<file path="src/reu_pkg.sv">
// Shared types and constants for the integer execute unit.
package reu_pkg;

	localparam int REG_COUNT = 32;
	localparam int REG_AW    = $clog2(REG_COUNT);
	localparam int XLEN      = 32;

	localparam logic [XLEN-1:0] START_PC_RESET = 32'h0040_0000;
	localparam logic [XLEN-1:0] REGION_MASK    = 32'hF000_0000;
	localparam logic [REG_AW-1:0] LINK_REG     = 5'd31;

	typedef enum logic [5:0] {
		OP_ADD   = 6'd0,  OP_ADDU  = 6'd1,  OP_AND   = 6'd2,  OP_BREAK = 6'd3,
		OP_DIV   = 6'd4,  OP_MFHI  = 6'd5,  OP_MFLO  = 6'd6,  OP_MULT  = 6'd7,
		OP_OR    = 6'd8,  OP_NOP   = 6'd9,  OP_SLL   = 6'd10, OP_SEB   = 6'd11,
		OP_SLT   = 6'd12, OP_SLTU  = 6'd13, OP_SRL   = 6'd14, OP_SRA   = 6'd15,
		OP_SUB   = 6'd16, OP_SUBU  = 6'd17, OP_XOR   = 6'd18, OP_JALR  = 6'd19,
		OP_JR    = 6'd20, OP_ADDI  = 6'd21, OP_ADDIU = 6'd22, OP_ANDI  = 6'd23,
		OP_BGEZ  = 6'd24, OP_BEQ   = 6'd25, OP_BLEZ  = 6'd26, OP_BGTZ  = 6'd27,
		OP_BNE   = 6'd28, OP_BLTZ  = 6'd29, OP_LUI   = 6'd30, OP_ORI   = 6'd31,
		OP_SLTI  = 6'd32, OP_SLTIU = 6'd33, OP_J     = 6'd34, OP_JAL   = 6'd35
	} op_t;

	typedef enum logic [1:0] {
		ST_OK    = 2'd0,
		ST_OVF   = 2'd1,
		ST_DIVZ  = 2'd2,
		ST_BREAK = 2'd3
	} status_t;

	// Divider control and result bundle.
	typedef struct packed {
		logic            start;
		logic [XLEN-1:0] dividend;
		logic [XLEN-1:0] divisor;
	} div_req_t;

	typedef struct packed {
		logic            busy;
		logic            done;
		logic [XLEN-1:0] quotient;
		logic [XLEN-1:0] remainder;
	} div_rsp_t;

endpackage

</file>
<file path="src/reu_regfile.sv">
// General register file: two mirrored memories with registered reads and per-entry valid bits.
module reu_regfile (
	input  logic                       clk,
	input  logic                       arst_n,
	input  logic                       rd_en,
	input  logic [reu_pkg::REG_AW-1:0] rs_addr,
	input  logic [reu_pkg::REG_AW-1:0] rt_addr,
	input  logic                       wr_en,
	input  logic [reu_pkg::REG_AW-1:0] wr_addr,
	input  logic [reu_pkg::XLEN-1:0]   wr_data,
	output logic [reu_pkg::XLEN-1:0]   rs_data,
	output logic [reu_pkg::XLEN-1:0]   rt_data
);
	import reu_pkg::*;

	logic [XLEN-1:0]      mem_a [REG_COUNT];
	logic [XLEN-1:0]      mem_b [REG_COUNT];
	logic [REG_COUNT-1:0] valid_q;
	logic [XLEN-1:0]      rs_q;
	logic [XLEN-1:0]      rt_q;

	// Write both copies
	always_ff @(posedge clk) begin
		if (wr_en) begin
			mem_a[wr_addr] <= wr_data;
			mem_b[wr_addr] <= wr_data;
		end
	end

	// Track written entries; unwritten ones read as zero
	always_ff @(posedge clk or negedge arst_n) begin
		if (!arst_n) begin
			valid_q <= '0;
		end else if (wr_en) begin
			valid_q[wr_addr] <= 1'b1;
		end
	end

	// Registered reads, register zero forced to zero
	always_ff @(posedge clk) begin
		if (rd_en) begin
			rs_q <= (rs_addr != '0 && valid_q[rs_addr]) ? mem_a[rs_addr] : '0;
			rt_q <= (rt_addr != '0 && valid_q[rt_addr]) ? mem_b[rt_addr] : '0;
		end
	end

	assign rs_data = rs_q;
	assign rt_data = rt_q;

endmodule

</file>
<file path="config.mk">
export PLATFORM = sky130hd
export DESIGN_NAME = reu_regfile
export DESIGN_NICKNAME = d
export VERILOG_FILES = /design/src/reu_pkg.sv /design/src/reu_regfile.sv
export SDC_FILE = /design/constraint.sdc
export NUM_CORES = 1
export LEC_CHECK = 0
export BUFFER_PORTS_ARGS = -buffer_cell sky130_fd_sc_hd__buf_2
export CAP_MARGIN = 20
export CELL_PAD_IN_SITES_DETAIL_PLACEMENT = 0
export CELL_PAD_IN_SITES_GLOBAL_PLACEMENT = 1
export CORE_AREA = 8 8 320 322
export CTS_CLUSTER_SIZE = 28
export DETAILED_ROUTE_END_ITERATION = 16
export DIE_AREA = 0 0 328 330
export PLACE_DENSITY = 0.81
export SLEW_MARGIN = 5
export SYNTH_ARGS = -nofsm -noshare
export SYNTH_HDL_FRONTEND = slang
export SYNTH_SLANG_ARGS = --single-unit
export TNS_END_PERCENT = 5
</file>
<file path="constraint.sdc">
create_clock -name clk -period 4.95 [get_ports clk]
set_input_delay 0.495 -clock clk [delete_from_list [all_inputs] [get_ports clk]]
set_output_delay 0.495 -clock clk [all_outputs]
set_load 0.005 [all_outputs]
</file>
==> out/metrics.yaml <==
category_of_the_worst_setup_path_launch_point: "input pin"
site_rows: 115
synth_instances: 2576
initial_core_util_pct: 51.3
layout_common_cells: "sky130_fd_sc_hd__edfxtp_1 (1088), sky130_fd_sc_hd__mux4_2 (454), sky130_fd_sc_hd__o22ai_1 (160)"
synth_async_sr_flop_share_pct: 2.86
fmax_mhz: 326
postSynthAreaPerCell_um2: 19.4
power.density_cell_area_nw_per_um2: 375
sequential_cell_fraction_of_total_power_pct: 51.5
timing.final.setup_violations: 0
ant_nets: 0
final-hold-violation-count: 0
p_clk_share_pct: 40.3
clock_skew_ns: 0.0407
vdd_ir_drop_max_mv: 0.324
vias_in_the_first_global_route: 29800
p_sw_w: 0.00481
drt-total-wl_um: 147000
pin_count_of_the_biggest_net_entering_global_routing: 120
ctsHtreeMaxLevel: 3
worst_hold_path_type: "in2reg"
status: "completed"
globalRoute.totalOverflow: 0
cts-root-buf: "sky130_fd_sc_hd__clkbuf_16"
period_needed_ns: 3.07
synth.yosys.warnings: 0
power.share.switching_pct: 22.9
dieWidth_um: 328
cts_inserted_buffers: 111
rsz0062_at_grt: "no"
number_of_enable_flip_flop_cells_after_synthesis: 1088
synth_cell_type_count: 36
internal_power_summed_over_all_cells_w: 0.0162
static_leakage_nw: 18.1
final.setup.tns_ns: 0
vias_per_cell: 7.14
worstPathRequired_ns: 5.37
cts_tree: "yes"
detailedPlacementHpwl_um: 86100
max-clock-path-buffers: 3
drt-wirelength-per-cell_um: 36.2
core-area_um2: 97400
cap_viol_max_count: 0
post-place-cells: 3854
fin_nets: 2732
multiInputGateArea_um2: 15800
remaining_drc_errors: 0
share_of_post_route_cells_with_drive_strength_above_1_pct: 32.3
worstSkewPairLatency_ns: 0.71
drt_first_pass_iters: 6
grt_use_total_pct: 26.9
comb_power_share_pct: 8.2
detailroute.via_count: 29000
final.fill_count: 7037
crit_fanout: 45
number_of_drc_markers_after_the_initial_detailed_route_iteration: 4347
cts-resized-gates: 0
clkSlewWorstSetupHoldPaths_ns: 0.06
regArea_um2: 33500
postSynthNetCount: 2627
worst-endpoint-arrival_ns: 3.49
layout_commonest_cell: "sky130_fd_sc_hd__edfxtp_1"
slew-limit-headroom_pct: 21.4
routabilityCongestion: 0.846
clock_sinks: 1120
postSynthRegisterBits: 1120
die-area_um2: 108000
areaGrowthSynthToFinish_pct: 11.8
design.portCount: 115
port_buffers: 114
dominantRegCellSynth: "sky130_fd_sc_hd__edfxtp_1"
min_period_over_period_pct: 61.9
finalMaxSlewViolations: 0
syn_area_um2: 50000
ys_seq_area_share_pct: 66.9
die_extent_in_y_um: 330
grt_first_pass_wirelength_um: 210000
grt_antenna_before_repair: 13
setup.worst_path.end_class: "register"
worstMarginPinSlew_ns: 1.18
start_to_end_type_of_the_worst_setup_path: "in2reg"
final-instance-count-excl-fill: 4066
[logic make-up after synthesis]
group | after synthesis | synth area share, %
buffers and inverters | 205 | 2.04
AND/OR/NAND/NOR | 319 | 3.14
flip-flops | 1120 | 66.9
AO/OA/AOI/OAI | 330 | 4.47
multiplexers | 602 | 23.4
[registers in the layout, summed over array words and instances, names as in the netlist]
name and count:
mem_b 992, rs_data 32, rt_data 32, valid_q 32, mem_a 32
[power by group through the flow]
stage,Sequential [W],Combinational (W),Clock [W]
final,0.0108,0.00172,0.00846
after detailed placement,0.0110,0.00170,0
after CTS,0.0108,0.00170,0.00851
after global placement,0.0110,0.00167,0
after global routing,0.0108,0.00181,0.00887
after floorplan,0.0109,0.00105,0
[synth_stat cells, drive strengths merged, types with 2 or more instances]
master,instances,area (um^2)
edfxtp,1088,32700
mux4,454,10200
o22ai,160,1000
mux2i,146,1460
buf,104,641
nor2,101,379
clkbuf,100,377
nand2,75,282
a22oi,66,495
and3,65,407
a21oi,34,170
or2,34,213
a211oi,33,248
dfrtp,32,801
o221ai,32,280
nand3,11,55.1
nor2b,9,56.3
nand3b,8,60.1
nand4,4,31.3
or3b,4,35.0
or3,3,18.8
a2111oi,2,17.5
and2,2,12.5
mux2,2,22.5
[layer usage]
metal	wire [um]	track usage, %
met4	5020	8.55
met2	69100	42.1
met3	20300	7.02
met5	22	0
met1	52700	37.3
[final timing paths]
path	start	to	slack (ns)	cells past startpoint
worst max-delay path	rt_addr[0]	rt_data[4]	1.88	7
worst min-delay path	wr_data[29]	mem_b[2][29]	0.27	1
worst max register to register	valid_q[18]	rt_data[4]	2.02	6
worst min register to register	valid_q[0]	valid_q[0]	0.47	1
max in group asynchronous	arst_n	valid_q[27]	4.00	2
min in group asynchronous	arst_n	valid_q[30]	0.44	2
[timing repair]
action	CTS	global route
hold endpoints to repair	32	0
setup buffers	0	0
hold buffers	1	0
[critical path, cell delays in order]
cell and delay, ns:
sky130_fd_sc_hd__buf_8 0.38, sky130_fd_sc_hd__buf_4 0.75, sky130_fd_sc_hd__nand3_1 0.14, sky130_fd_sc_hd__nand4_1 0.15, sky130_fd_sc_hd__nand4_1 0.64, sky130_fd_sc_hd__buf_4 0.51
sky130_fd_sc_hd__and3_1 0.20
[metrics by stage]
step | hold slack [ns] | setup slack (ns) | total power [W] | util [%] | instance area (um^2)
after floorplan | 0.199 | 2.00 | 0.0120 | - | 50000
after global placement | 0.453 | 1.25 | 0.0127 | 53.7 | 52300
final | 0.274 | 1.88 | 0.0210 | 57.4 | 55900
after CTS | 0.237 | 1.96 | 0.0210 | 57.4 | 55900
after detailed placement | 0.466 | 1.22 | 0.0127 | 53.7 | 52300
after global routing | 0.286 | 1.77 | 0.0215 | 57.4 | 55900
[area by class of cell]
class | count | area share (%)
antenna | 7 | 0.0313
clock buffer | 139 | 5.23
clock inverter | 65 | 1.24
inverter | 1 | 0.00671
multi-input combinational | 1251 | 28.3
sequential | 1120 | 59.9
tap | 1287 | 2.88
timing repair buffer | 196 | 2.47
(Power assumes the default switching activity.)
