File: config.mk
export PLATFORM = sky130hd
export DESIGN_NAME = reu_divider
export DESIGN_NICKNAME = d
export VERILOG_FILES = /design/src/reu_pkg.sv /design/src/reu_divider.sv
export SDC_FILE = /design/constraint.sdc
export NUM_CORES = 1
export LEC_CHECK = 0
export ABC_AREA = 1
export BUFFER_PORTS_ARGS = -buffer_cell sky130_fd_sc_hd__buf_2
export CAP_MARGIN = 25
export CORE_ASPECT_RATIO = 0.6
export CORE_MARGIN = 1.5
export CORE_UTILIZATION = 45
export CTS_CLUSTER_DIAMETER = 30
export DETAILED_ROUTE_END_ITERATION = 8
export GPL_ROUTABILITY_DRIVEN = 0
export HOLD_SLACK_MARGIN = 0.15
export PLACE_DENSITY = 0.74
export SETUP_SLACK_MARGIN = 0.15
export SLEW_MARGIN = 0
export SYNTH_ARGS = -nofsm -noshare
export SYNTH_HDL_FRONTEND = slang
export SYNTH_SLANG_ARGS = --single-unit
File: constraint.sdc
create_clock -name clk -period 3.04 [get_ports clk]
set_clock_uncertainty 0.15 [all_clocks]
set_input_delay 0.456 -clock clk [delete_from_list [all_inputs] [get_ports clk]]
set_output_delay 0.456 -clock clk [all_outputs]
set_load 0.01 [all_outputs]
File: src/reu_pkg.sv
// Shared types and constants for the integer execute unit.
package reu_pkg;

	localparam int REG_COUNT = 32;
	localparam int REG_AW    = $clog2(REG_COUNT);
	localparam int XLEN      = 32;

	localparam logic [XLEN-1:0] START_PC_RESET = 32'h0040_0000;
	localparam logic [XLEN-1:0] REGION_MASK    = 32'hF000_0000;
	localparam logic [REG_AW-1:0] LINK_REG     = 5'd31;

	typedef enum logic [5:0] {
		OP_ADD   = 6'd0,  OP_ADDU  = 6'd1,  OP_AND   = 6'd2,  OP_BREAK = 6'd3,
		OP_DIV   = 6'd4,  OP_MFHI  = 6'd5,  OP_MFLO  = 6'd6,  OP_MULT  = 6'd7,
		OP_OR    = 6'd8,  OP_NOP   = 6'd9,  OP_SLL   = 6'd10, OP_SEB   = 6'd11,
		OP_SLT   = 6'd12, OP_SLTU  = 6'd13, OP_SRL   = 6'd14, OP_SRA   = 6'd15,
		OP_SUB   = 6'd16, OP_SUBU  = 6'd17, OP_XOR   = 6'd18, OP_JALR  = 6'd19,
		OP_JR    = 6'd20, OP_ADDI  = 6'd21, OP_ADDIU = 6'd22, OP_ANDI  = 6'd23,
		OP_BGEZ  = 6'd24, OP_BEQ   = 6'd25, OP_BLEZ  = 6'd26, OP_BGTZ  = 6'd27,
		OP_BNE   = 6'd28, OP_BLTZ  = 6'd29, OP_LUI   = 6'd30, OP_ORI   = 6'd31,
		OP_SLTI  = 6'd32, OP_SLTIU = 6'd33, OP_J     = 6'd34, OP_JAL   = 6'd35
	} op_t;

	typedef enum logic [1:0] {
		ST_OK    = 2'd0,
		ST_OVF   = 2'd1,
		ST_DIVZ  = 2'd2,
		ST_BREAK = 2'd3
	} status_t;

	// Divider control and result bundle.
	typedef struct packed {
		logic            start;
		logic [XLEN-1:0] dividend;
		logic [XLEN-1:0] divisor;
	} div_req_t;

	typedef struct packed {
		logic            busy;
		logic            done;
		logic [XLEN-1:0] quotient;
		logic [XLEN-1:0] remainder;
	} div_rsp_t;

endpackage

File: src/reu_divider.sv
// Signed 32-bit divider, one quotient bit per cycle, truncating toward zero.
module reu_divider (
	input  logic              clk,
	input  logic              arst_n,
	input  reu_pkg::div_req_t req,
	output reu_pkg::div_rsp_t rsp
);
	import reu_pkg::*;

	localparam int CW = $clog2(XLEN + 1);

	logic            busy_q;
	logic            done_q;
	logic [CW-1:0]   count_q;
	logic [XLEN-1:0] quo_q;
	logic [XLEN-1:0] rem_q;
	logic [XLEN-1:0] dvs_q;
	logic            neg_q_q;
	logic            neg_r_q;
	logic [XLEN:0]   trial;
	logic [XLEN:0]   shifted;

	// Shift in the next dividend bit and try a subtract
	always_comb begin
		shifted = {rem_q, quo_q[XLEN-1]};
		trial   = shifted - {1'b0, dvs_q};
	end

	// Sequence the iterations
	always_ff @(posedge clk or negedge arst_n) begin
		if (!arst_n) begin
			busy_q  <= 1'b0;
			done_q  <= 1'b0;
			count_q <= '0;
		end else if (req.start) begin
			busy_q  <= 1'b1;
			done_q  <= 1'b0;
			count_q <= CW'(XLEN);
		end else if (busy_q) begin
			count_q <= count_q - 1'b1;
			if (count_q == CW'(1)) begin
				busy_q <= 1'b0;
				done_q <= 1'b1;
			end
		end
	end

	// Datapath
	always_ff @(posedge clk) begin
		if (req.start) begin
			quo_q   <= req.dividend[XLEN-1] ? -req.dividend : req.dividend;
			dvs_q   <= req.divisor[XLEN-1] ? -req.divisor : req.divisor;
			rem_q   <= '0;
			neg_q_q <= req.dividend[XLEN-1] ^ req.divisor[XLEN-1];
			neg_r_q <= req.dividend[XLEN-1];
		end else if (busy_q) begin
			if (!trial[XLEN]) begin
				rem_q <= trial[XLEN-1:0];
				quo_q <= {quo_q[XLEN-2:0], 1'b1};
			end else begin
				rem_q <= shifted[XLEN-1:0];
				quo_q <= {quo_q[XLEN-2:0], 1'b0};
			end
		end
	end

	assign rsp.busy      = busy_q;
	assign rsp.done      = done_q;
	assign rsp.quotient  = neg_q_q ? -quo_q : quo_q;
	assign rsp.remainder = neg_r_q ? -rem_q : rem_q;

endmodule

==> results of run 1 <==
-- state kept, by name, indices dropped and copies added (netlist names) --
signal	count
dvs_q	32
quo_q	32
rem_q	32
count_q	6
busy_q	1
done_q	1
neg_q_q	1
neg_r_q	1
-- placed cells by master (no fill, tap or decap), types with 3 or more instances in the layout --
cell / netlist / layout
sky130_fd_sc_hd__o21ai_0: 63 / 62
sky130_fd_sc_hd__inv_2: 6 / 11
sky130_fd_sc_hd__dfxtp_1: 32 / 30
sky130_fd_sc_hd__a21oi_1: 32 / 32
sky130_fd_sc_hd__nand3_2: 0 / 7
sky130_fd_sc_hd__nor2_4: 0 / 9
sky130_fd_sc_hd__o21ai_4: 0 / 3
sky130_fd_sc_hd__xor2_1: 88 / 88
sky130_fd_sc_hd__o21bai_1: 4 / 4
sky130_fd_sc_hd__nand4_1: 33 / 33
sky130_fd_sc_hd__and2_1: 8 / 8
sky130_fd_sc_hd__nand2_1: 519 / 510
sky130_fd_sc_hd__inv_1: 291 / 284
sky130_fd_sc_hd__ha_1: 38 / 36
sky130_fd_sc_hd__dfrtp_1: 8 / 8
sky130_fd_sc_hd__o31ai_1: 8 / 8
sky130_fd_sc_hd__nor4_1: 8 / 8
sky130_fd_sc_hd__and3_1: 3 / 3
sky130_fd_sc_hd__nand3b_1: 3 / 3
sky130_fd_sc_hd__xnor2_1: 28 / 28
sky130_fd_sc_hd__buf_4: 4 / 42
sky130_fd_sc_hd__a31oi_1: 6 / 6
sky130_fd_sc_hd__a21o_1: 3 / 3
sky130_fd_sc_hd__nand3_1: 112 / 104
sky130_fd_sc_hd__nor2_1: 135 / 125
sky130_fd_sc_hd__nor2_2: 5 / 7
sky130_fd_sc_hd__nand2_4: 5 / 6
sky130_fd_sc_hd__o22ai_1: 3 / 3
sky130_fd_sc_hd__inv_8: 0 / 3
sky130_fd_sc_hd__nor3_1: 24 / 19
sky130_fd_sc_hd__clkbuf_16: 0 / 9
sky130_fd_sc_hd__nor3_4: 1 / 4
sky130_fd_sc_hd__buf_2: 0 / 132
sky130_fd_sc_hd__edfxtp_1: 66 / 66
sky130_fd_sc_hd__nand2_2: 3 / 10
sky130_fd_sc_hd__or2_2: 4 / 4
-- synth_stat cells --
master / count
sky130_fd_sc_hd__a21o_1: 3
sky130_fd_sc_hd__a21oi_1: 32
sky130_fd_sc_hd__a21oi_2: 2
sky130_fd_sc_hd__a31oi_1: 6
sky130_fd_sc_hd__and2_1: 8
sky130_fd_sc_hd__and2_4: 1
sky130_fd_sc_hd__and3_1: 3
sky130_fd_sc_hd__buf_1: 1
sky130_fd_sc_hd__buf_4: 4
sky130_fd_sc_hd__buf_6: 5
sky130_fd_sc_hd__clkbuf_1: 23
sky130_fd_sc_hd__clkinv_1: 1
sky130_fd_sc_hd__dfrtp_1: 8
sky130_fd_sc_hd__dfxtp_1: 32
sky130_fd_sc_hd__edfxtp_1: 66
sky130_fd_sc_hd__fa_1: 1
sky130_fd_sc_hd__ha_1: 38
sky130_fd_sc_hd__inv_1: 291
sky130_fd_sc_hd__inv_2: 6
sky130_fd_sc_hd__nand2_1: 519
sky130_fd_sc_hd__nand2_2: 3
sky130_fd_sc_hd__nand2_4: 5
sky130_fd_sc_hd__nand3_1: 112
sky130_fd_sc_hd__nand3_4: 1
sky130_fd_sc_hd__nand3b_1: 3
sky130_fd_sc_hd__nand4_1: 33
sky130_fd_sc_hd__nor2_1: 135
sky130_fd_sc_hd__nor2_2: 5
sky130_fd_sc_hd__nor3_1: 24
sky130_fd_sc_hd__nor3_4: 1
sky130_fd_sc_hd__nor4_1: 8
sky130_fd_sc_hd__o211ai_1: 2
sky130_fd_sc_hd__o21a_1: 1
sky130_fd_sc_hd__o21ai_0: 63
sky130_fd_sc_hd__o21ai_1: 4
sky130_fd_sc_hd__o21bai_1: 4
sky130_fd_sc_hd__o22ai_1: 3
sky130_fd_sc_hd__o31ai_1: 8
sky130_fd_sc_hd__o41ai_1: 1
sky130_fd_sc_hd__or2_2: 4
sky130_fd_sc_hd__xnor2_1: 28
sky130_fd_sc_hd__xor2_1: 88
-- cells by family after synthesis --
logic type / Yosys count / synth area share [%]
and+or+nand+nor: 865 / 36.6
buffers and inverters: 331 / 13.0
AOI/OAI and AO/OA: 129 / 7.13
adders and majority gates: 39 / 4.96
xor gates and xnor gates: 116 / 10.2
DFF: 106 / 28.2
-- routing by layer --
layer  vias up  track usage (%)  part of all wire, %
li1       5286                -                    -
met1      4820             45.8                   48
met2       677             35.4                   37
met3        58             6.45                   14
met4         0             5.91                  1.6
met5         -                0                    0
-- area by class of cell --
| type | instances | area share [%] |
|---|---|---|
| clock buffer | 9 | 1.90 |
| inverter | 298 | 9.47 |
| tap | 286 | 3.02 |
| timing repair buffer | 178 | 8.75 |
| clock inverter | 7 | 0.760 |
| multi-input combinational | 1151 | 52.2 |
| sequential | 106 | 23.9 |
-- metrics by stage --
stage,cells,setup TNS [ns],hold slack [ns],power [uW],util (%)
global route,2035,-0.0289,0.156,5540,54.1
global placement,1996,0,0.157,3660,50.4
detailed placement,1996,0,0.161,3680,50.4
finish,2035,0,0.165,5270,54.1
floorplan,1586,0,0.0104,2950,-
CTS,2023,0,0.155,5060,52.7
-- repair_timing --
| action | 4_1_cts | 5_1_grt |
|---|---|---|
| hold buffers | 1 | 0 |
| gates resized for setup | 26 | 48 |
| cloned | 1 | 1 |
| setup endpoints to repair | 48 | 63 |
| setup buffers | 9 | 11 |
| pin swaps | 5 | 20 |
| endpoints found under the hold margin | 8 | 0 |
-- worst max-delay path, cell delays in order, from the launching register on --
cell,delay (ns)
sky130_fd_sc_hd__edfxtp_1,0.50
sky130_fd_sc_hd__nor2_1,0.17
sky130_fd_sc_hd__nand4_1,0.24
sky130_fd_sc_hd__nor2_2,0.20
sky130_fd_sc_hd__nand2_2,0.11
sky130_fd_sc_hd__nor2_4,0.11
sky130_fd_sc_hd__buf_4,0.14
sky130_fd_sc_hd__nand4_1,0.08
sky130_fd_sc_hd__nand2_1,0.10
sky130_fd_sc_hd__xor2_1,0.14
sky130_fd_sc_hd__buf_2,0.16
-- power groups by stage --
| stage | Sequential [uW] | Clock, uW | Combinational (uW) |
|---|---|---|---|
| floorplan | 1800 | 0 | 1150 |
| global placement | 1840 | 0 | 1820 |
| detailed placement | 1850 | 0 | 1840 |
| CTS | 1820 | 1300 | 1940 |
| global route | 1850 | 1360 | 2340 |
| finish | 1840 | 1270 | 2160 |
-- worst min-delay path by stage --
stage	depth (start not counted)	slack, ns	from	endpoint
after floorplan	0	0.01	arst_n	busy_q
after global placement	1	0.16	arst_n	done_q
after detailed placement	1	0.16	arst_n	done_q
after CTS	1	0.16	req[0]	dvs_q[0]
after global routing	1	0.16	req[0]	dvs_q[0]
final	1	0.17	req[0]	dvs_q[0]
==> flow_summary.rst, run 1 <==
.. list-table::
   :header-rows: 1

   * - Metric
     - Value
   * - Status
     - completed
   * - Clock buffer count from CTS
     - 9
   * - Proportion of netlist area held by the largest area contributor
     - 19.8%
   * - Footprint of the flip-flops and latches
     - 2830 um^2
   * - DIE AREA
     - 23,200 um^2
   * - Port-buffer cells
     - 132
   * - Post-synthesis instance area
     - 10000 um^2
   * - Fin nets
     - 1,850
   * - CTS tree
     - yes
   * - Antenna Cells
     - 0
   * - Worst path required time
     - 2.43 ns
   * - Library cell used as clock root buffer
     - sky130_fd_sc_hd__clkbuf_16
   * - Layout cell share with drive strength beyond 1
     - 15.4%
   * - Cell taking the most area after synthesis
     - sky130_fd_sc_hd__edfxtp_1
   * - Worst Hold Class
     - input port to register
   * - Detail-routed via count per cell
     - 5.33
   * - Count of final hold-check violations
     - 0
   * - Pin count of the biggest net entering global routing
     - 37
   * - Synthesized instance count
     - 1,586
   * - Fin crit share
     - 96.2%
   * - Clock transition time at the flip-flop clock pins of the worst setup and hold paths
     - 0.09 ns
   * - Antenna violation net count after detailed routing
     - 0
   * - Total of max-cap violations
     - 0
   * - Maximum clock insertion buffer count
     - 2
   * - Number of pins exceeding their max-slew limit in the final report
     - 0
   * - Global route total overflow
     - 0
   * - Worst VDD drop
     - 0.000322 V
   * - Detail Placement HPWL
     - 25.7 mm
   * - 1st-iter DRT viols
     - 1,517
   * - Part of the Yosys area used for sequential elements
     - 28.2%
   * - Core Area
     - 21,900 um^2
   * - Switching power total
     - 2090 uW
   * - Total Wirelength
     - 32.6 mm
   * - DR DRC count
     - 0
   * - Startpoint of the most critical setup path
     - quo_q[3]
   * - Clock network power share
     - 24.2%
   * - Setup slack of the worst register-to-register path
     - 0.27 ns
   * - Drt pass-1 iters
     - 6
   * - Synth top area cells
     - sky130_fd_sc_hd__edfxtp_1, sky130_fd_sc_hd__nand2_1, sky130_fd_sc_hd__inv_1, sky130_fd_sc_hd__xor2_1, sky130_fd_sc_hd__dfxtp_1
   * - Mean instance size in the synthesized netlist
     - 6.30 um^2
   * - Sequential share of power
     - 34.8%
   * - # fillers
     - 2,078
   * - Post-synth cell types
     - 42
   * - Routed vias
     - 10,800
   * - Total number of yosys warnings
     - 0
   * - Layout Cell Area excl Fill
     - 11,900 um^2
   * - Kind of critical path
     - register to output port
   * - Crit path capture type
     - output port
   * - Setup violations, final
     - 0
   * - Worst Tran Pin Value
     - 0.654 ns
   * - Global-route wire length before repair
     - 50.5 mm
   * - Worst Path Max Fanout
     - 5
   * - Setup crit end
     - rsp[57]
   * - Initial cell density of the core
     - 45.6%
   * - Sinks on Clock Net
     - 106
   * - Path depth of the worst reg2reg path
     - 18
   * - Min Clock Period, post-route
     - 2.93 ns
   * - Synthesis-to-layout area growth
     - 18.6%
   * - Number of global-route vias before repair
     - 9,376
   * - H-tree Lvls
     - 3
   * - Min setup slack post-route
     - 0.115 ns
   * - Part of the total power dissipated in combinational logic
     - 41.0%
   * - Post-placement setup slack
     - 0.143 ns
   * - Crit path DAT
     - 2.32 ns
   * - Overall die height
     - 118 um
   * - Leakage dissipation
     - 0.00654 uW
   * - Clk Latency, worst-skew pair
     - 0.37 ns
   * - Count of boundary I/O pins
     - 133
   * - Slew Limit Headroom
     - 56.1%
   * - Instance area after placement
     - 11,100 um^2
   * - Max Clock Freq
     - 0.342 GHz
   * - Share of total power consumed by net switching
     - 39.7%
   * - Routed wirelength normalized by instance count
     - 16.0 um
   * - Net count after synthesis
     - 1,692
   * - GRT Total Usage
     - 27.9%
   * - Setup repair after global routing missed its margin
     - yes
   * - Number of synthesized register bits
     - 106
   * - Launch point of the worst reg-to-reg path
     - quo_q[31]
   * - Cell internal power dissipation
     - 3180 uW
   * - Pwr/cell area
     - 444 nW/um^2
   * - Footprint of the multi-input gates
     - 6200 um^2
   * - Die boundary width
     - 195 um
   * - Placement Rows
     - 42
   * - Initial antenna violation count
     - 0
   * - Startpoint type of the worst setup path
     - register
   * - Critical R2R Capture
     - rem_q[20]
No activity file was read; power rests on OpenSTA's default activity.
==> run 2: changes to the inputs <==
--- a/config.mk
+++ b/config.mk
@@ -16,6 +16,7 @@
 export GPL_ROUTABILITY_DRIVEN = 0
 export HOLD_SLACK_MARGIN = 0.15
 export PLACE_DENSITY = 0.74
+export REMOVE_ABC_BUFFERS = 1
 export SETUP_SLACK_MARGIN = 0.15
 export SLEW_MARGIN = 0
 export SYNTH_ARGS = -nofsm -noshare
==> run 2 against run 1 <==
The run now ends with setup timing left. Power increased by 3.4%. Flip-flop and latch count unchanged. Global-route usage down 1.7 points. Non-clock buffer count fell by 7. Sequential share of layout area is 0.24 points lower. Clock power increased by 13%. Die area stayed put. Sequential power is essentially flat. Register-to-register slack better by 0.04 ns. Design area is 1.0% higher. Worst setup slack worse by 0.19 ns. Highest routed layer unchanged.
==> flow_summary.rst, run 2 (same netlist as run 1, synthesis figures left out) <==
.. list-table::
   :header-rows: 1

   * - Metric
     - Value
   * - Library cell used as clock root buffer
     - sky130_fd_sc_hd__clkbuf_16
   * - Launch point of the worst reg-to-reg path
     - rem_q[16]
   * - Worst Path Max Fanout
     - 5 (unchanged)
   * - Post-placement setup slack
     - 0.202 ns (+0.0588 ns)
   * - Worst path required time
     - 2.43 ns (about the same)
   * - Min-Delay Startpoint
     - req[0]
   * - 1st-iter DRT viols
     - 1,268 (-16%)
   * - Drt pass-1 iters
     - 5 (-1)
   * - Violations in the final reports
     - setup timing
   * - Sequential share of power
     - 33.6% (-1.2 points)
   * - Startpoint type of the worst setup path
     - register
   * - Hold Path End
     - dvs_q[0]
   * - Fin crit share
     - 103% (+6.4 points)
   * - Registers with the most flip-flops
     - dvs_q: 32 flops, quo_q: 32 flops, rem_q: 32 flops
   * - Crit path DAT
     - 2.51 ns (+0.19 ns)
   * - Detail Placement HPWL
     - 24.3 mm (-5.4%)
   * - Clock buffer count from CTS
     - 9 (unchanged)
   * - Pin count of the biggest net entering global routing
     - 39 (+5.4%)
   * - Sinks on Clock Net
     - 106 (unchanged)
   * - DR DRC count
     - 0 (unchanged)
   * - Pwr/cell area
     - 455 nW/um^2 (+2.4%)
   * - Fin nets
     - 1,847 (-0.16%)
   * - Clk Latency, worst-skew pair
     - 0.37 ns (about the same)
   * - Total of max-cap violations
     - 0 (unchanged)
   * - Most frequent standard cell in the layout excluding fill and tap cells
     - sky130_fd_sc_hd__nand2_1
   * - Initial cell density of the core
     - 45.6% (unchanged)
   * - Global-route wire length before repair
     - 47.3 mm (-6.3%)
   * - Synthesis-to-layout area growth
     - 19.8%
   * - Layout cell share with drive strength beyond 1
     - 15.3% (-0.14 points)
   * - PnR Total Power
     - 5450 uW (+3.4%)
   * - Critical R2R Capture
     - rem_q[17]
   * - Slew Limit Headroom
     - 50.2% (-5.9 points)
   * - Worst VDD drop
     - 0.000298 V (-7.4%)
   * - Port-buffer cells
     - 132 (unchanged)
   * - Number of pins exceeding their max-slew limit in the final report
     - 0 (unchanged)
   * - Routed vias
     - 10,600 (-1.8%)
   * - Setup violations, final
     - 2 (+2)
   * - Cell internal power dissipation
     - 3410 uW (+7.3%)
   * - Share of total power consumed by net switching
     - 37.5% (-2.2 points)
   * - Kind of critical path
     - register to output port
   * - Status
     - finished with violations
   * - Core Area
     - 21,900 um^2 (unchanged)
   * - Clock transition time at the flip-flop clock pins of the worst setup and hold paths
     - 0.07 ns (-0.02 ns)
   * - Min setup slack post-route
     - -0.0793 ns (-0.194 ns)
   * - Leakage dissipation
     - 0.00653 uW (-0.14%)
   * - Placement Rows
     - 42 (unchanged)
   * - Total Wirelength
     - 32.2 mm (-1.3%)
   * - Part of the total power dissipated in combinational logic
     - 40.0% (-1.0 points)
   * - H-tree Lvls
     - 3 (unchanged)
   * - Setup repair after global routing missed its margin
     - yes
   * - Cell depth of the worst hold path
     - 1 (unchanged)
   * - Count of boundary I/O pins
     - 133 (unchanged)
   * - Detail-routed via count per cell
     - 5.24 (-1.7%)
   * - Overall die height
     - 118 um (unchanged)
   * - Count of final hold-check violations
     - 0 (unchanged)
   * - Path depth of the worst reg2reg path
     - 13 (-5)
   * - Routed wirelength normalized by instance count
     - 15.8 um (-1.1%)
   * - Worst Tran Pin Value
     - 0.741 ns (+0.0873 ns)
   * - Min Clock Period, post-route
     - 3.12 ns (+0.194 ns)
   * - Global route total overflow
     - 0 (unchanged)
   * - Switching power total
     - 2040 uW (-2.4%)
   * - Die boundary width
     - 195 um (unchanged)
   * - Number of global-route vias before repair
     - 9,152 (-2.4%)
   * - GRT Total Usage
     - 26.2% (-1.7 points)
   * - Crit path capture type
     - output port
   * - Setup slack of the worst register-to-register path
     - 0.31 ns (+0.04 ns)
   * - Antenna violation net count after detailed routing
     - 0 (unchanged)
   * - Max Clock Freq
     - 0.321 GHz (-6.2%)
   * - Maximum clock insertion buffer count
     - 2 (unchanged)
   * - DIE AREA
     - 23,200 um^2 (unchanged)
   * - CTS tree
     - yes
   * - Clock network power share
     - 26.5% (+2.3 points)
   * - Initial antenna violation count
     - 0 (unchanged)
   * - Most used cells in the layout excluding fill and tap cells
     - sky130_fd_sc_hd__nand2_1, sky130_fd_sc_hd__inv_1, sky130_fd_sc_hd__buf_2, sky130_fd_sc_hd__nor2_1, sky130_fd_sc_hd__nand3_1
   * - Worst Hold Class
     - input port to register
## run 2: power groups by stage
stage	Combinational, uW	Clock [uW]	Sequential [uW]
after CTS	1920	1440	1820
after global placement	1840	0	1830
after floorplan	1090	0	1820
after detailed placement	1860	0	1840
after global routing	2360	1500	1850
final	2180	1440	1830
## run 2: through the flow
step	cells	hold WS [ns]	area, um^2	TNS [ns]	util, %
after floorplan	1553	0.0104	9820	0	-
after global placement	1993	0.157	11000	0	50.3
after detailed placement	1993	0.161	11000	0	50.3
after CTS	2012	0.196	11500	0	52.4
after global routing	2031	0.190	12000	-0.659	54.7
final	2032	0.208	12000	-0.138	54.7
## run 2: how the worst max path moves through the flow
stage | cells past startpoint | startpoint | slack, ns | end
3_5_place_dp | 11 | quo_q[0] | 0.20 | rsp[60]
6_report | 9 | quo_q[4] | -0.08 | rsp[61]
4_1_cts | 11 | quo_q[0] | 0.15 | rsp[60]
5_1_grt | 9 | quo_q[4] | -0.13 | rsp[61]
3_3_place_gp | 11 | quo_q[0] | 0.29 | rsp[60]
2_1_floorplan | 2 | busy_q | 0.14 | quo_q[0]
## run 2: what timing repair did
item	4_1_cts	5_1_grt
cloned	0	6
endpoints found under the setup margin	25	67
setup buffers	3	13
resized for setup	24	60
hold buffers	1	0
endpoints found under the hold margin	8	0
pin swaps	3	29
## run 2: final cells by class
type | count | area, um^2
Multi-Input combinational cell | 1155 | 6340
Antenna cell | 1 | 2.50
Inverter | 298 | 1130
Fill cell | 2031 | 9930
Sequential cell | 106 | 2830
Timing Repair Buffer | 171 | 970
Clock inverter | 5 | 128
Clock buffer | 10 | 229
Tap cell | 286 | 358
## run 2: routing by layer
layer	up-vias	track usage, %	routed length, um
met3	37	7.22	4190
li1	5267	-	-
met1	4787	42.1	15400
met5	-	0	0
met2	555	33.6	12200
met4	0	5.04	429
## run 2: critical path, cell delays in order, from the launching register on
cell and delay (ns):
sky130_fd_sc_hd__edfxtp_1 0.47, sky130_fd_sc_hd__nor2_1 0.24, sky130_fd_sc_hd__nand4_1 0.21, sky130_fd_sc_hd__nor2_2 0.25, sky130_fd_sc_hd__nand2_2 0.13, sky130_fd_sc_hd__nor2_4 0.18
sky130_fd_sc_hd__nand4_1 0.11, sky130_fd_sc_hd__nand2_1 0.15, sky130_fd_sc_hd__xor2_2 0.23, sky130_fd_sc_hd__buf_2 0.17
==> run 3: changes to the inputs <==
--- a/config.mk
+++ b/config.mk
@@ -5,7 +5,6 @@
 export SDC_FILE = /design/constraint.sdc
 export NUM_CORES = 1
 export LEC_CHECK = 0
-export ABC_AREA = 1
 export BUFFER_PORTS_ARGS = -buffer_cell sky130_fd_sc_hd__buf_2
 export CAP_MARGIN = 25
 export CORE_ASPECT_RATIO = 0.6
@@ -15,7 +14,7 @@
 export DETAILED_ROUTE_END_ITERATION = 8
 export GPL_ROUTABILITY_DRIVEN = 0
 export HOLD_SLACK_MARGIN = 0.15
-export PLACE_DENSITY = 0.74
+export PLACE_DENSITY = 0.75
 export REMOVE_ABC_BUFFERS = 1
 export SETUP_SLACK_MARGIN = 0.15
 export SLEW_MARGIN = 0
==> run 3 against run 2 <==
The run still ends with setup timing left. Synthesized cell count fell by 38%. Wire length fell by 12%. Count of clock-buffer cells in the layout did not move. Area after synthesis fell by 16%. Critical endpoint is now rem_q[7]. Largest power group unchanged. Highest routed layer unchanged.
==> flow_summary.rst, run 3 <==
.. list-table::
   :header-rows: 1

   * - Metric
     - Value
   * - Status
     - finished with violations
   * - Violations in the final reports
     - setup timing
   * - Clock network power share
     - 17.7% (-8.8 points)
   * - 1st-iter DRT viols
     - 794 (-37%)
   * - DR DRC count
     - 0 (unchanged)
   * - Routed wirelength normalized by instance count
     - 18.2 um (+15%)
   * - Number of pins exceeding their max-slew limit in the final report
     - 0 (unchanged)
   * - PnR Total Power
     - 6870 uW (+26%)
   * - Pin count of the biggest net entering global routing
     - 95 (+140%)
   * - Crit path DAT
     - 3.58 ns (+1.07 ns)
   * - Final hold slack
     - 0.249 ns (+0.0409 ns)
   * - CTS tree
     - yes
   * - Routed vias
     - 8,874 (-17%)
   * - Cell repeated most along the worst path
     - sky130_fd_sc_hd__a21o_1
   * - Total of max-cap violations
     - 0 (unchanged)
   * - Max Clock Freq
     - 0.286 GHz (-11%)
   * - Slowest-stage cell, CP
     - sky130_fd_sc_hd__edfxtp_1
   * - Cell internal power dissipation
     - 4180 uW (+23%)
   * - Share of total power consumed by net switching
     - 39.1% (+1.6 points)
   * - Clk Latency, worst-skew pair
     - 0.35 ns (-0.02 ns)
   * - Number of synthesized register bits
     - 106 (unchanged)
   * - Worst Hold Class
     - input port to register
   * - Total number of yosys warnings
     - 0 (unchanged)
   * - Layout cell share with drive strength beyond 1
     - 42.2% (+27 points)
   * - Antenna violation net count after detailed routing
     - 0 (unchanged)
   * - Clock buffer count from CTS
     - 9 (unchanged)
   * - Sinks on Clock Net
     - 106 (unchanged)
   * - Min-Delay Startpoint
     - req[0]
   * - Ranking of synthesized cells by instance count
     - sky130_fd_sc_hd__nand2_1, sky130_fd_sc_hd__xnor2_1, sky130_fd_sc_hd__nor2_1
   * - Worst stage delay on the critical path
     - 0.49 ns (+0.02 ns)
   * - GRT Total Usage
     - 27.7% (+1.6 points)
   * - Die boundary width
     - 179 um (-8.2%)
   * - Worst path required time
     - 3.13 ns (+0.70 ns)
   * - Final sum of negative setup slack
     - -22.59 ns (-22.45 ns)
   * - Part of the total power dissipated in combinational logic
     - 54.0% (+14 points)
   * - Sequential share of power
     - 28.3% (-5.3 points)
   * - Leakage dissipation
     - 0.00549 uW (-16%)
   * - Worst Tran Pin Value
     - 0.978 ns (+0.237 ns)
   * - Proportion of register bits with asynchronous set or reset after synthesis
     - 7.55% (unchanged)
   * - Min setup slack post-route
     - -0.451 ns (-0.371 ns)
   * - Switching power total
     - 2690 uW (+32%)
   * - Worst Path Max Fanout
     - 8 (+3)
   * - Detail Placement HPWL
     - 18.6 mm (-24%)
   * - Core Area
     - 18,200 um^2 (-17%)
   * - Worst VDD drop
     - 0.000379 V (+27%)
   * - Cell taking the most area after synthesis
     - sky130_fd_sc_hd__edfxtp_1
   * - Post-placement setup slack
     - -0.756 ns (-0.957 ns)
   * - Total Wirelength
     - 28.2 mm (-12%)
   * - DIE AREA
     - 19,500 um^2 (-16%)
   * - Startpoint type of the worst setup path
     - register
   * - Clock transition time at the flip-flop clock pins of the worst setup and hold paths
     - 0.08 ns (about the same)
   * - Footprint of the multi-input gates
     - 6290 um^2 (-0.71%)
   * - Fin nets
     - 1,410 (-24%)
   * - Drt pass-1 iters
     - 5 (unchanged)
   * - Registers with the most flip-flops
     - dvs_q: 32 flops, quo_q: 32 flops, rem_q: 32 flops
   * - Number of global-route vias before repair
     - 8,188 (-11%)
   * - Kind of critical path
     - register to register
   * - Mean instance size in the synthesized netlist
     - 8.55 um^2 (+36%)
   * - Startpoint of the most critical setup path
     - dvs_q[1]
   * - Launch point of the worst reg-to-reg path
     - dvs_q[1]
   * - Maximum clock insertion buffer count
     - 2 (unchanged)
   * - Number of enable flip-flop cells after synthesis
     - 66 (unchanged)
   * - Setup violations, final
     - 75 (+73)
   * - Dpl cells
     - 1,485 (-25%)
   * - Count of final hold-check violations
     - 0 (unchanged)
   * - Initial cell density of the core
     - 46.2% (+0.59 points)
   * - Synthesis-to-layout area growth
     - 50.1%
   * - Min Clock Period, post-route
     - 3.49 ns (+0.371 ns)
   * - Placement Rows
     - 38 (-9.5%)
   * - Part of the Yosys area used for sequential elements
     - 33.6% (+5.4 points)
   * - Antenna Cells
     - 0 (-1)
   * - Post-synthesis instance area
     - 8400 um^2 (-16%)
   * - Top cell family by delay on the critical path
     - compound AO/OA/AOI/OAI gates
   * - Synth top area cells
     - sky130_fd_sc_hd__edfxtp_1, sky130_fd_sc_hd__xnor2_1, sky130_fd_sc_hd__dfxtp_1, sky130_fd_sc_hd__ha_1, sky130_fd_sc_hd__nand2_1
   * - Most common cell in the netlist
     - sky130_fd_sc_hd__nand2_1
   * - Count of boundary I/O pins
     - 133 (unchanged)
   * - Setup repair after global routing missed its margin
     - yes
   * - Overall die height
     - 109 um (-8.2%)
   * - Library cell used as clock root buffer
     - sky130_fd_sc_hd__clkbuf_16
   * - Global-route wire length before repair
     - 42.4 mm (-10%)
   * - Cell Count, Final, Fillers Out
     - 1,549 (-24%)
   * - Initial antenna violation count
     - 0 (unchanged)
   * - Proportion of netlist area held by the largest area contributor
     - 23.6% (+3.8 points)
   * - Pwr/cell area
     - 545 nW/um^2 (+20%)
   * - Footprint of the flip-flops and latches
     - 2830 um^2 (about the same)
   * - Most used DFF post-synth
     - sky130_fd_sc_hd__edfxtp_1
   * - Synthesized instance count
     - 982 (-38%)
   * - # fillers
     - 1,343 (-34%)
   * - Global route total overflow
     - 0 (unchanged)
   * - Port-buffer cells
     - 132 (unchanged)
   * - Post-synth cell types
     - 63 (+50%)
   * - Slew Limit Headroom
     - 34.8% (-15 points)
   * - Fin crit share
     - 115% (+12 points)
   * - Detail-routed via count per cell
     - 5.73 (+9.3%)
   * - Most frequent standard cell in the layout excluding fill and tap cells
     - sky130_fd_sc_hd__buf_4
   * - Crit path capture type
     - register
   * - Most used cells in the layout excluding fill and tap cells
     - sky130_fd_sc_hd__buf_4, sky130_fd_sc_hd__buf_2, sky130_fd_sc_hd__xnor2_1, sky130_fd_sc_hd__nor2_1, sky130_fd_sc_hd__nand2_1
   * - H-tree Lvls
     - 3 (unchanged)
   * - Worst path buffer plus inverter count
     - 4 (+3)
   * - Critical-path cell list
     - buf_6 -> fa_2 -> nand2b_4 -> a21o_1 -> a21o_1 -> a21o_1 -> a21o_1 -> a221o_1 -> buf_6 -> nor2_4 -> buf_6 -> buf_12 -> nand2_2 -> a311oi_2
-- run 3: area by class of cell --
| type | count | share of cell area, % |
|---|---|---|
| multi-input cells | 773 | 49.9 |
| inverters | 53 | 1.58 |
| flip-flops and latches | 106 | 22.4 |
| repair buffers | 361 | 21.3 |
| clock buffers | 10 | 1.82 |
| clock inverters | 6 | 0.576 |
| well taps | 240 | 2.38 |
-- run 3: per-layer routing --
| metal | routed length, um | vias up | track usage (%) | share of wire [%] |
|---|---|---|---|---|
| li1 | - | 4193 | - | - |
| met1 | 12900 | 4256 | 41.7 | 46 |
| met2 | 12900 | 390 | 42.7 | 46 |
| met3 | 2100 | 35 | 3.45 | 7.4 |
| met4 | 359 | 0 | 5.37 | 1.3 |
| met5 | 0 | - | 0 | 0 |
-- run 3: worst paths after layout --
check	endpoint	slack, ns	cells past startpoint
worst max-delay path	rem_q[7]	-0.45	14
worst min-delay path	dvs_q[0]	0.25	1
worst max register to register	rem_q[7]	-0.45	14
worst min register to register	done_q	0.34	2
max in group asynchronous	busy_q	2.24	2
min in group asynchronous	busy_q	0.32	2
-- run 3: kinds of logic after synthesis --
| group | Yosys count | synth area share [%] |
|---|---|---|
| buffers and inverters | 103 | 4.78 |
| and+or+nand+nor | 324 | 18.7 |
| xor gates and xnor gates | 145 | 15.1 |
| muxes | 11 | 1.36 |
| AOI/OAI and AO/OA | 254 | 20.5 |
| adders and majority gates | 39 | 5.90 |
| DFF | 106 | 33.6 |
-- run 3: timing repair --
item	in CTS	in global routing
buffers inserted	28	17
endpoints found under the hold margin	8	0
pin swaps	89	53
hold buffers	1	0
gates resized for setup	197	90
gates cloned	2	0
endpoints found under the setup margin	88	95
-- run 3: stage by stage --
| stage | cell area (um^2) | util [%] |
|---|---|---|
| floorplan | 8190 | - |
| global placement | 10500 | 58.1 |
| detailed placement | 10500 | 58.1 |
| CTS | 12000 | 66.1 |
| global route | 12600 | 69.4 |
| finish | 12600 | 69.4 |
-- run 3: power by group through the flow --
stage	Combinational, uW	Sequential (uW)	Clock [uW]
3_5_place_dp	2720	1940	0
6_report	3710	1940	1220
4_1_cts	3290	1930	1240
2_1_floorplan	1490	1950	0
5_1_grt	3960	1960	1300
3_3_place_gp	2670	1930	0
